==> src/rtl/core/msc_pkg.sv <==
// Shared types and constants of the masked byte pattern scanner.
package msc_pkg;

  localparam int PATTERN_MAX = 32;
  localparam int IDX_W       = $clog2(PATTERN_MAX);
  localparam int LEN_W       = $clog2(PATTERN_MAX + 1);

  localparam int SLOT_W  = 5;
  localparam int PLEN_W  = 6;
  localparam int ADD_W   = 5;
  localparam int ADDR_W  = 64;
  localparam int CNT_W   = 32;
  localparam int IN_W    = 24;
  localparam int OUT_W   = 128;
  localparam int CFG_I_W = 2;

  localparam logic OP_LOAD = 1'b0;
  localparam logic OP_SCAN = 1'b1;

  localparam logic [1:0] ST_NONE    = 2'd0;
  localparam logic [1:0] ST_MATCH   = 2'd1;
  localparam logic [1:0] ST_OUTSIDE = 2'd2;

  localparam logic [CFG_I_W-1:0] CFG_BASE = 2'd0;
  localparam logic [CFG_I_W-1:0] CFG_PLEN = 2'd1;
  localparam logic [CFG_I_W-1:0] CFG_ADD  = 2'd2;
  localparam logic [CFG_I_W-1:0] CFG_RIP  = 2'd3;

  typedef struct packed {
    logic [ADDR_W-1:0] base_address;
    logic [PLEN_W-1:0] pattern_length;
    logic [ADD_W-1:0]  add_offset;
    logic              rip_mode;
  } cfg_t;

  typedef struct packed {
    logic              operation;
    logic [SLOT_W-1:0] pattern_slot;
    logic [7:0]        pattern_value;
    logic              pattern_wild;
    logic [7:0]        image_byte;
    logic              last_byte;
  } item_t;

  // Result of the compare stage, handed to the address stage.
  typedef struct packed {
    logic             valid;
    logic [1:0]       status;
    logic [CNT_W-1:0] start;
    logic [33:0]      term;
    logic [31:0]      disp;
    logic [CNT_W-1:0] count;
  } hit_t;

endpackage

==> src/rtl/core/masked_byte_pattern_scan_top.sv <==
// A result word goes through the input register, the compare register and the output register.
// Throughput: one word per cycle; the whole pipeline holds only while the output
// word waits, so tready follows the output register.
// Reset (rst, synchronous): window, byte position, found flag and counter clear;
// registers go to base 0, length 1, offset 0, rip mode off. Pattern is unset.
module masked_byte_pattern_scan_top import msc_pkg::*; (
  input  logic               clk,
  input  logic               rst,
  input  logic               cfg_we,
  input  logic [CFG_I_W-1:0] cfg_index,
  input  logic [ADDR_W-1:0]  cfg_data,
  input  logic               s_tvalid,
  output logic               s_tready,
  // pattern_slot[4:0], pattern_value[12:5], pattern_wild[13], image_byte[21:14], zero pad
  input  logic [IN_W-1:0]    s_tdata,
  // operation[0]
  input  logic               s_tuser,
  input  logic               s_tlast,
  output logic               m_tvalid,
  input  logic               m_tready,
  // found_address[63:0], match_offset[95:64], scans_found[127:96]
  output logic [OUT_W-1:0]   m_tdata,
  // status[1:0]
  output logic [1:0]         m_tuser
);

  cfg_t  cfg;
  item_t item;
  item_t item_in;
  logic  in_valid;
  logic  adv;
  hit_t  res;

  assign adv      = !m_tvalid || m_tready;
  assign s_tready = adv;

  always_ff @(posedge clk) begin
    if (rst) begin
      cfg.base_address   <= '0;
      cfg.pattern_length <= PLEN_W'(1);
      cfg.add_offset     <= '0;
      cfg.rip_mode       <= 1'b0;
    end else if (cfg_we) begin
      unique case (cfg_index)
        CFG_BASE: cfg.base_address   <= cfg_data;
        CFG_PLEN: cfg.pattern_length <= cfg_data[PLEN_W-1:0];
        CFG_ADD:  cfg.add_offset     <= cfg_data[ADD_W-1:0];
        CFG_RIP:  cfg.rip_mode       <= cfg_data[0];
        default:  ;
      endcase
    end
  end

  always_comb begin
    item_in.operation     = s_tuser;
    item_in.pattern_slot  = s_tdata[4:0];
    item_in.pattern_value = s_tdata[12:5];
    item_in.pattern_wild  = s_tdata[13];
    item_in.image_byte    = s_tdata[21:14];
    item_in.last_byte     = s_tlast;
  end

  always_ff @(posedge clk) begin
    if (rst) begin
      in_valid <= 1'b0;
    end else if (adv) begin
      in_valid <= s_tvalid;
    end
  end

  always_ff @(posedge clk) begin
    if (adv && s_tvalid) begin
      item <= item_in;
    end
  end

  msc_match u_match (
    .clk      (clk),
    .rst      (rst),
    .adv      (adv),
    .in_valid (in_valid),
    .item     (item),
    .cfg      (cfg),
    .res      (res)
  );

  msc_addr u_addr (
    .clk          (clk),
    .rst          (rst),
    .adv          (adv),
    .res          (res),
    .base_address (cfg.base_address),
    .out_valid    (m_tvalid),
    .status       (m_tuser),
    .out_data     (m_tdata)
  );

endmodule

==> src/rtl/core/msc_match.sv <==
// Pattern store, byte window and parallel masked compare stage.
module msc_match import msc_pkg::*; (
  input  logic  clk,
  input  logic  rst,
  input  logic  adv,
  input  logic  in_valid,
  input  item_t item,
  input  cfg_t  cfg,
  output hit_t  res
);

  logic [7:0]       pat   [PATTERN_MAX];
  logic             wild  [PATTERN_MAX];
  logic [7:0]       win   [PATTERN_MAX];
  logic [7:0]       win_next [PATTERN_MAX];
  logic [IDX_W-1:0] win_idx  [PATTERN_MAX];
  logic [CNT_W-1:0] pos;
  logic             found;
  logic [CNT_W-1:0] count;

  logic [LEN_W-1:0] len_eff;
  logic             enough;
  logic             all_ok;
  logic             hit;
  logic             fire_scan;
  logic             disp_ok;
  logic             use_disp;
  logic [7:0]       at;
  logic [31:0]      disp;
  logic [CNT_W-1:0] start;
  logic [CNT_W-1:0] count_next;

  always_comb begin
    if (cfg.pattern_length == '0) begin
      len_eff = LEN_W'(1);
    end else if (32'(cfg.pattern_length) > 32'(PATTERN_MAX)) begin
      len_eff = LEN_W'(PATTERN_MAX);
    end else begin
      len_eff = LEN_W'(cfg.pattern_length);
    end
  end

  // Newest byte sits at index 0.
  always_comb begin
    win_next[0] = item.image_byte;
    for (int k = 1; k < PATTERN_MAX; k++) begin
      win_next[k] = win[k-1];
    end
  end

  // Pattern entry i lines up with the window byte len-1-i.
  always_comb begin
    all_ok = 1'b1;
    for (int i = 0; i < PATTERN_MAX; i++) begin
      win_idx[i] = IDX_W'(len_eff - LEN_W'(1) - LEN_W'(i));
      if (LEN_W'(i) < len_eff && !wild[i] && pat[i] != win_next[win_idx[i]]) begin
        all_ok = 1'b0;
      end
    end
  end

  always_comb begin
    fire_scan  = adv && in_valid && item.operation == OP_SCAN;
    enough     = pos >= (32'(len_eff) - 32'd1);
    hit        = fire_scan && !found && enough && all_ok;
    start      = pos - (32'(len_eff) - 32'd1);
    disp_ok    = (8'(cfg.add_offset) + 8'd4) <= 8'(len_eff);
    use_disp   = cfg.rip_mode && disp_ok;
    at         = 8'(len_eff) - 8'd1 - 8'(cfg.add_offset);
    disp       = {win_next[IDX_W'(at - 8'd3)], win_next[IDX_W'(at - 8'd2)],
                  win_next[IDX_W'(at - 8'd1)], win_next[IDX_W'(at)]};
    count_next = count + CNT_W'(hit);
  end

  always_ff @(posedge clk) begin
    if (adv && in_valid && item.operation == OP_LOAD
        && 32'(item.pattern_slot) < 32'(PATTERN_MAX)) begin
      pat[IDX_W'(item.pattern_slot)]  <= item.pattern_value;
      wild[IDX_W'(item.pattern_slot)] <= item.pattern_wild;
    end
  end

  always_ff @(posedge clk) begin
    if (rst) begin
      for (int k = 0; k < PATTERN_MAX; k++) begin
        win[k] <= '0;
      end
      pos   <= '0;
      found <= 1'b0;
      count <= '0;
    end else if (fire_scan) begin
      count <= count_next;
      if (item.last_byte) begin
        for (int k = 0; k < PATTERN_MAX; k++) begin
          win[k] <= '0;
        end
        pos   <= '0;
        found <= 1'b0;
      end else begin
        for (int k = 0; k < PATTERN_MAX; k++) begin
          win[k] <= win_next[k];
        end
        pos   <= pos + 32'd1;
        found <= found || hit;
      end
    end
  end

  always_ff @(posedge clk) begin
    if (rst) begin
      res.valid <= 1'b0;
    end else if (adv) begin
      res.valid <= hit || (fire_scan && item.last_byte && !found);
      res.count <= count_next;
      if (hit) begin
        res.status <= (cfg.rip_mode && !disp_ok) ? ST_OUTSIDE : ST_MATCH;
        res.start  <= start;
        res.term   <= 34'(start) + 34'(cfg.add_offset) + (use_disp ? 34'd4 : 34'd0);
        res.disp   <= use_disp ? disp : 32'd0;
      end else begin
        res.status <= ST_NONE;
        res.start  <= '0;
        res.term   <= '0;
        res.disp   <= '0;
      end
    end
  end

`ifndef ASSERT_OFF
  a_no_second_hit: assert property (@(posedge clk) disable iff (rst)
    found |-> !hit)
    else $error("second match reported within one scan");

  a_last_clears: assert property (@(posedge clk) disable iff (rst)
    fire_scan && item.last_byte |=> pos == '0 && !found)
    else $error("scan state not cleared after last byte");

  a_none_zero: assert property (@(posedge clk) disable iff (rst)
    res.valid && res.status == ST_NONE |-> res.start == '0 && res.disp == '0)
    else $error("no-match word carries match data");

  a_count_step: assert property (@(posedge clk) disable iff (rst)
    fire_scan |=> count == $past(count) + CNT_W'($past(hit)))
    else $error("found counter stepped wrongly");
`endif

endmodule

==> src/rtl/core/msc_addr.sv <==
// Address resolve stage and output word register.
module msc_addr import msc_pkg::*; (
  input  logic              clk,
  input  logic              rst,
  input  logic              adv,
  input  hit_t              res,
  input  logic [ADDR_W-1:0] base_address,
  output logic              out_valid,
  output logic [1:0]        status,
  output logic [OUT_W-1:0]  out_data
);

  logic [ADDR_W-1:0] addr;

  always_comb begin
    if (res.status == ST_NONE) begin
      addr = '0;
    end else begin
      addr = base_address + ADDR_W'(res.term) + {{32{res.disp[31]}}, res.disp};
    end
  end

  always_ff @(posedge clk) begin
    if (rst) begin
      out_valid <= 1'b0;
    end else if (adv) begin
      out_valid <= res.valid;
    end
  end

  always_ff @(posedge clk) begin
    if (adv) begin
      status   <= res.status;
      out_data <= {res.count, res.start, addr};
    end
  end

endmodule

==> config.mk <==
export PLATFORM = sky130hd
export DESIGN_NAME = masked_byte_pattern_scan_top
export DESIGN_NICKNAME = d
export VERILOG_FILES = /design/src/rtl/core/msc_pkg.sv /design/src/rtl/core/masked_byte_pattern_scan_top.sv /design/src/rtl/core/msc_match.sv /design/src/rtl/core/msc_addr.sv
export SDC_FILE = /design/constraint.sdc
export NUM_CORES = 2
export LEC_CHECK = 0
export ABC_AREA = 1
export BUFFER_PORTS_ARGS = -buffer_cell sky130_fd_sc_hd__buf_2
export CORE_ASPECT_RATIO = 2
export CORE_MARGIN = 8
export CORE_UTILIZATION = 60
export CTS_BUF_LIST = sky130_fd_sc_hd__clkbuf_8
export DETAILED_ROUTE_END_ITERATION = 6
export GPL_TIMING_DRIVEN = 0
export MAX_ROUTING_LAYER = met4
export PLACE_DENSITY = 0.77
export SYNTH_ARGS = -nofsm -noshare
export SYNTH_HDL_FRONTEND = slang
export SYNTH_SLANG_ARGS = --single-unit
==> constraint.sdc <==
create_clock -name clk -period 9.2 [get_ports clk]
set_input_delay 0.92 -clock clk [delete_from_list [all_inputs] [get_ports clk]]
set_output_delay 0.92 -clock clk [all_outputs]
set_load 0.1 [all_outputs]
==> metrics.txt, run 1 <==
htree depth=4; post-synthesis register bit count=966; Synth Area in XOR/XNOR=1.68%; deepest clock path buffer count=3; Simple-Gate Fraction of Synth Area=25.6%; Post-Synth Adder-Cell Area=4.07%; # IOs=229; first-pass GRT wire length=686000 µm; Syn Area/Cell=6.97 µm²; row count=177; placed cells=11800; First Err=[ERROR GRT-0116] Global routing finished with congestion. Check the congestion regions in the DRC Viewer.; post-synthesis sequential area ratio=39.2%; Synth Warn #=0; Synth Area in Compound Gates=21.2%; cell area after synthesis=0.0700 mm²; status=aborted with a tool error; CTS sink count=966; largest net degree at the start of global routing=100; vias in the first global route=87700; library cells used by synthesis=67; All-Layer GR Usage=73.6%; Placer Congestion=1.84; clock root buffer=clkbuf_8; largest family of logic cells by synthesized area=simple AND/OR/NAND/NOR gates; Die Y=499 µm; DP HPWL=289000 µm; Post-Synthesis Cells=10000; post-synth net total=10300; EDFF count, synth=814; ys async rst share=0%; Hold-fix buffers, CTS=0; GR Overflow Total=2913; input/output buffers=226; Synth Flop Type=edfxtp_1; Halt Stage=global routing; Chip Width=258 µm; multiplexer area fraction after synthesis=0.0714%; initial core utilization=60.4%; TritonCTS Buffers=142
## per-layer routing
metal / track usage (%) / overflow
met2: 90.2 / 1912
met5: - / -
met4: 71.6 / 712
met3: 58.4 / 142
met1: 69.7 / 147
## logic make-up after synthesis
logic type,count (synthesis)
compound gates,2716
xor+xnor,126
fa+ha+maj,205
buf+inv,1509
flops,966
mux,5
other cells,1
simple gates,4519
## per-stage QoR
stage	hold WS [ps]	util (%)	setup slack (ps)	setup TNS (ps)	area (µm²)
floorplan	400	-	1350	0	70000
global placement	401	63.0	-2960	-141110	73100
detailed placement	405	63.5	-3210	-127810	73700
CTS	126	66.6	38.7	0	77300
## synthesized netlist by cell type (6+ instances only)
| library cell | number | area (µm²) |
|---|---|---|
| nand3b_1 | 57 | 428 |
| nor4_1 | 13 | 81.3 |
| nand4_1 | 57 | 357 |
| inv_1 | 965 | 3620 |
| a211oi_1 | 48 | 360 |
| a31oi_1 | 46 | 288 |
| clkbuf_1 | 441 | 1660 |
| nor3_1 | 71 | 355 |
| a21oi_1 | 336 | 1680 |
| o32ai_1 | 19 | 166 |
| ha_1 | 167 | 2090 |
| o21ai_1 | 14 | 70.1 |
| xnor2_1 | 33 | 289 |
| fa_1 | 38 | 761 |
| dfxtp_1 | 152 | 3040 |
| o22ai_1 | 19 | 119 |
| xor2_1 | 85 | 744 |
| buf_2 | 45 | 225 |
| buf_1 | 41 | 154 |
| or2_2 | 28 | 175 |
| a21boi_0 | 22 | 165 |
| o21bai_1 | 10 | 75.1 |
| nand2_1 | 3061 | 11500 |
| o221ai_1 | 7 | 61.3 |
| nor2_1 | 959 | 3600 |
| a21oi_2 | 6 | 52.6 |
| nor3b_1 | 6 | 45.0 |
| a32o_1 | 9 | 90.1 |
| nand3_1 | 246 | 1230 |
| inv_2 | 9 | 33.8 |
| o211ai_1 | 244 | 1830 |
| o21a_1 | 29 | 218 |
| edfxtp_1 | 814 | 24400 |
| o21ai_0 | 1882 | 9420 |
| xor2_2 | 7 | 114 |
## what timing repair did
item | CTS
pin swaps | 12
setup endpoints to repair | 140
buffers inserted | 18
gates resized for setup | 168
==> run 2: changes to the inputs <==
Settings changed: CORE_ASPECT_RATIO 2 to default, CORE_UTILIZATION 60 to 40, CTS_BUF_LIST sky130_fd_sc_hd__clkbuf_8 to default, MAX_ROUTING_LAYER met4 to default, PLACE_DENSITY 0.77 to default, PLACE_DENSITY_LB_ADDON from default to 0.15.
==> metrics.txt, run 2 <==
Finish-stage setup viols=4; CP Class=reg2reg; Internal=9.83 mW; Placer Congestion=1.15 (-38%); Synth area leaders=edfxtp_1, nand2_1, o21ai_0, inv_1, nor2_1; Area Growth Syn to Fin=15.0%; Die Y=434 µm (-13%); Via Count=79700; vias per inst=6.16; Final Max Slew Viols=22; die area=0.189 mm²; post-synth net total=10300 (unchanged); largest reg by FF count=u_match.pat; R2R Setup Slk=-250 ps; Worst path slowest cell=o32ai_1; clk_skew=71.2 ps; DP HPWL=345000 µm (+19%); Post-Synthesis Cells=10000 (unchanged); Slew headroom=-22.7%; htree depth=3 (-1); # IOs=229 (unchanged); status=complete, but fails checks; switching power=9.25 mW; largest registers=u_match.pat x256, u_match.win x248, u_match.res x133; initial DRC count=12400; Layout Cells excl Fill=12900; Buffers & Inverters on Critical Path=14; Yosys top cell by area=edfxtp_1; crit-path leading delay family=buffers and inverters; pwr dens=237 mW/mm²; Max Freq=106 MHz; Synth Flop Type=edfxtp_1; Final min period=9450 ps; library cells used by synthesis=67 (unchanged); final wirelength=434000 µm; CTS sink count=966 (unchanged); vias in the first global route=71600; input/output buffers=226 (unchanged); final worst path period share=103%; row count=153 (-14%); CP most frequent cell=inv_1; GR Overflow Total=0; post-synthesis register bit count=966 (unchanged); placed cells=12600 (+7.0%); area of the core=0.174 mm²; Synth Warn #=0 (unchanged); initial antenna violation count=34; post-synthesis sequential area ratio=39.2% (unchanged); max FFs per register=256; top cells by count, synth=nand2_1, o21ai_0, inv_1; CTS tree=done; Max IR drop VDD=0.219 mV; Clk pwr share=25.6%; Critical Path RT=9880 ps; All-Layer GR Usage=43.9%; most frequent cells in the layout=nand2_1, o21ai_0, inv_1; ys async rst share=0% (unchanged); P_leak=34.1 nW; Worst-Margin Slew=1840 ps; max cap viols=9; top-area cell type share of the netlist area=34.9% (unchanged); Net Sw Frac=48.5%; crit path capture type=flip-flop; EDFF count, synth=814 (unchanged); count leader, synth=nand2_1; Syn Area/Cell=6.97 µm² (unchanged); largest net degree at the start of global routing=94; Startpoint Class=flip-flop; Sequential Power Share=26.8%; Logic pwr share=47.7%; arrival time at the worst endpoint=10130 ps; Avg WL per Cell=33.6 µm; layout cell share with drive strength beyond 1=7.82%; first-pass GRT wire length=578000 µm; Worst-Skew Late Latency=830 ps; Chip Width=434 µm (+69%); antenna-violating nets left=0; final-stage net count=10800; worst slack at placement=-4680 ps (-1470 ps); Hold Vio Cnt, Final=0; commonest non-fill, non-tap cell in the layout=nand2_1; Worst path max stage delay=1470 ps; clock slew at reported path FFs=60 ps; DR DRC count=4; deepest clock path buffer count=3 (unchanged); Worst Hold Class=in2reg; failing checks=DRC, capacitance limit, slew limit, setup timing; cell area after synthesis=0.0700 mm² (unchanged); initial core utilization=40.3% (-20 points); Fill cells=17200; drt pass-1 iters=7; TritonCTS Buffers=111 (-22%); clock root buffer=clkbuf_16; Critical Path Fanout Max=12; Final Worst Setup Slack=-252 ps
## run 2: cell families (layout without fill, tap and decap cells)
group                    after synthesis  in the layout  synth area share (%)
AND/OR/NAND/NOR                     4519           4520                  25.6
AO/OA/AOI/OAI                       2716           2716                  21.2
buffers and inverters               1509           2027                  8.19
flip-flops                           966            966                  39.2
adder cells (fa/ha/maj)              205            205                  4.07
XOR/XNOR                             126            126                  1.68
multiplexers                           5              5                0.0714
other                                  1             41               0.00535
## run 2: final timing paths
check / startpoint / end / cells after the start
setup / recovery: cfg[7] / u_match.res[46] / 31
hold / removal: s_tdata[15] / item[2] / 1
setup reg to reg: cfg[7] / u_match.res[46] / 31
hold reg to reg: u_match.res[113] / u_addr.out_data[79] / 0
## run 2: per-layer routing
| metal | global-route usage [%] | vias up | part of all wire [%] | wire length [µm] |
|---|---|---|---|---|
| li1 | - | 34600 | - | - |
| met1 | 52.2 | 37500 | 36 | 156000 |
| met2 | 66.0 | 6022 | 42 | 183000 |
| met3 | 11.9 | 1547 | 11 | 48300 |
| met4 | 37.1 | 8 | 11 | 47000 |
| met5 | 0.0504 | - | 0.013 | 57 |
## run 2: final cells by class
| class | instances | area [µm²] | area share (%) |
|---|---|---|---|
| clock buffers | 136 | 3000 | 3.72 |
| multi-input cells | 7573 | 37700 | 46.8 |
| inverters | 979 | 3690 | 4.59 |
| well taps | 2325 | 2910 | 3.61 |
| clock inverters | 75 | 925 | 1.15 |
| repair buffers | 312 | 2350 | 2.91 |
| plain buffers | 525 | 2420 | 3.00 |
| flip-flops and latches | 966 | 27500 | 34.1 |
| diodes | 40 | 100 | 0.124 |
## run 2: through the flow
step / util [%] / TNS [ps] / hold slack, ps / power [mW] / cell area (µm²)
2_1_floorplan: - / 0 / 400 / 10.1 / 70000
4_1_cts: 45.9 / 0 / 247 / 18.5 / 79900
3_5_place_dp: 43.1 / -329260 / 405 / 13.6 / 75000
6_report: 46.3 / -327 / 269 / 19.1 / 80600
5_1_grt: 46.2 / -218 / 268 / 19.6 / 80500
3_3_place_gp: 42.6 / -591920 / 401 / 13.5 / 74100
## run 2: power by group through the flow
stage	Clock [mW]	Combinational, mW	Sequential [mW]
final	4.87	9.09	5.11
after global routing	5.03	9.45	5.10
after CTS	4.88	8.56	5.09
after detailed placement	0	8.38	5.18
after global placement	0	8.26	5.23
after floorplan	0	4.61	5.47
## run 2: timing repair
action / CTS / global route
hold buffers: 0 / 0
setup endpoints to repair: 165 / 26
buffers inserted: 22 / 13
cloned: 1 / 0
resized for setup: 287 / 225
pin swaps: 16 / 14
Note: power is estimated with default switching activity, not from simulation.
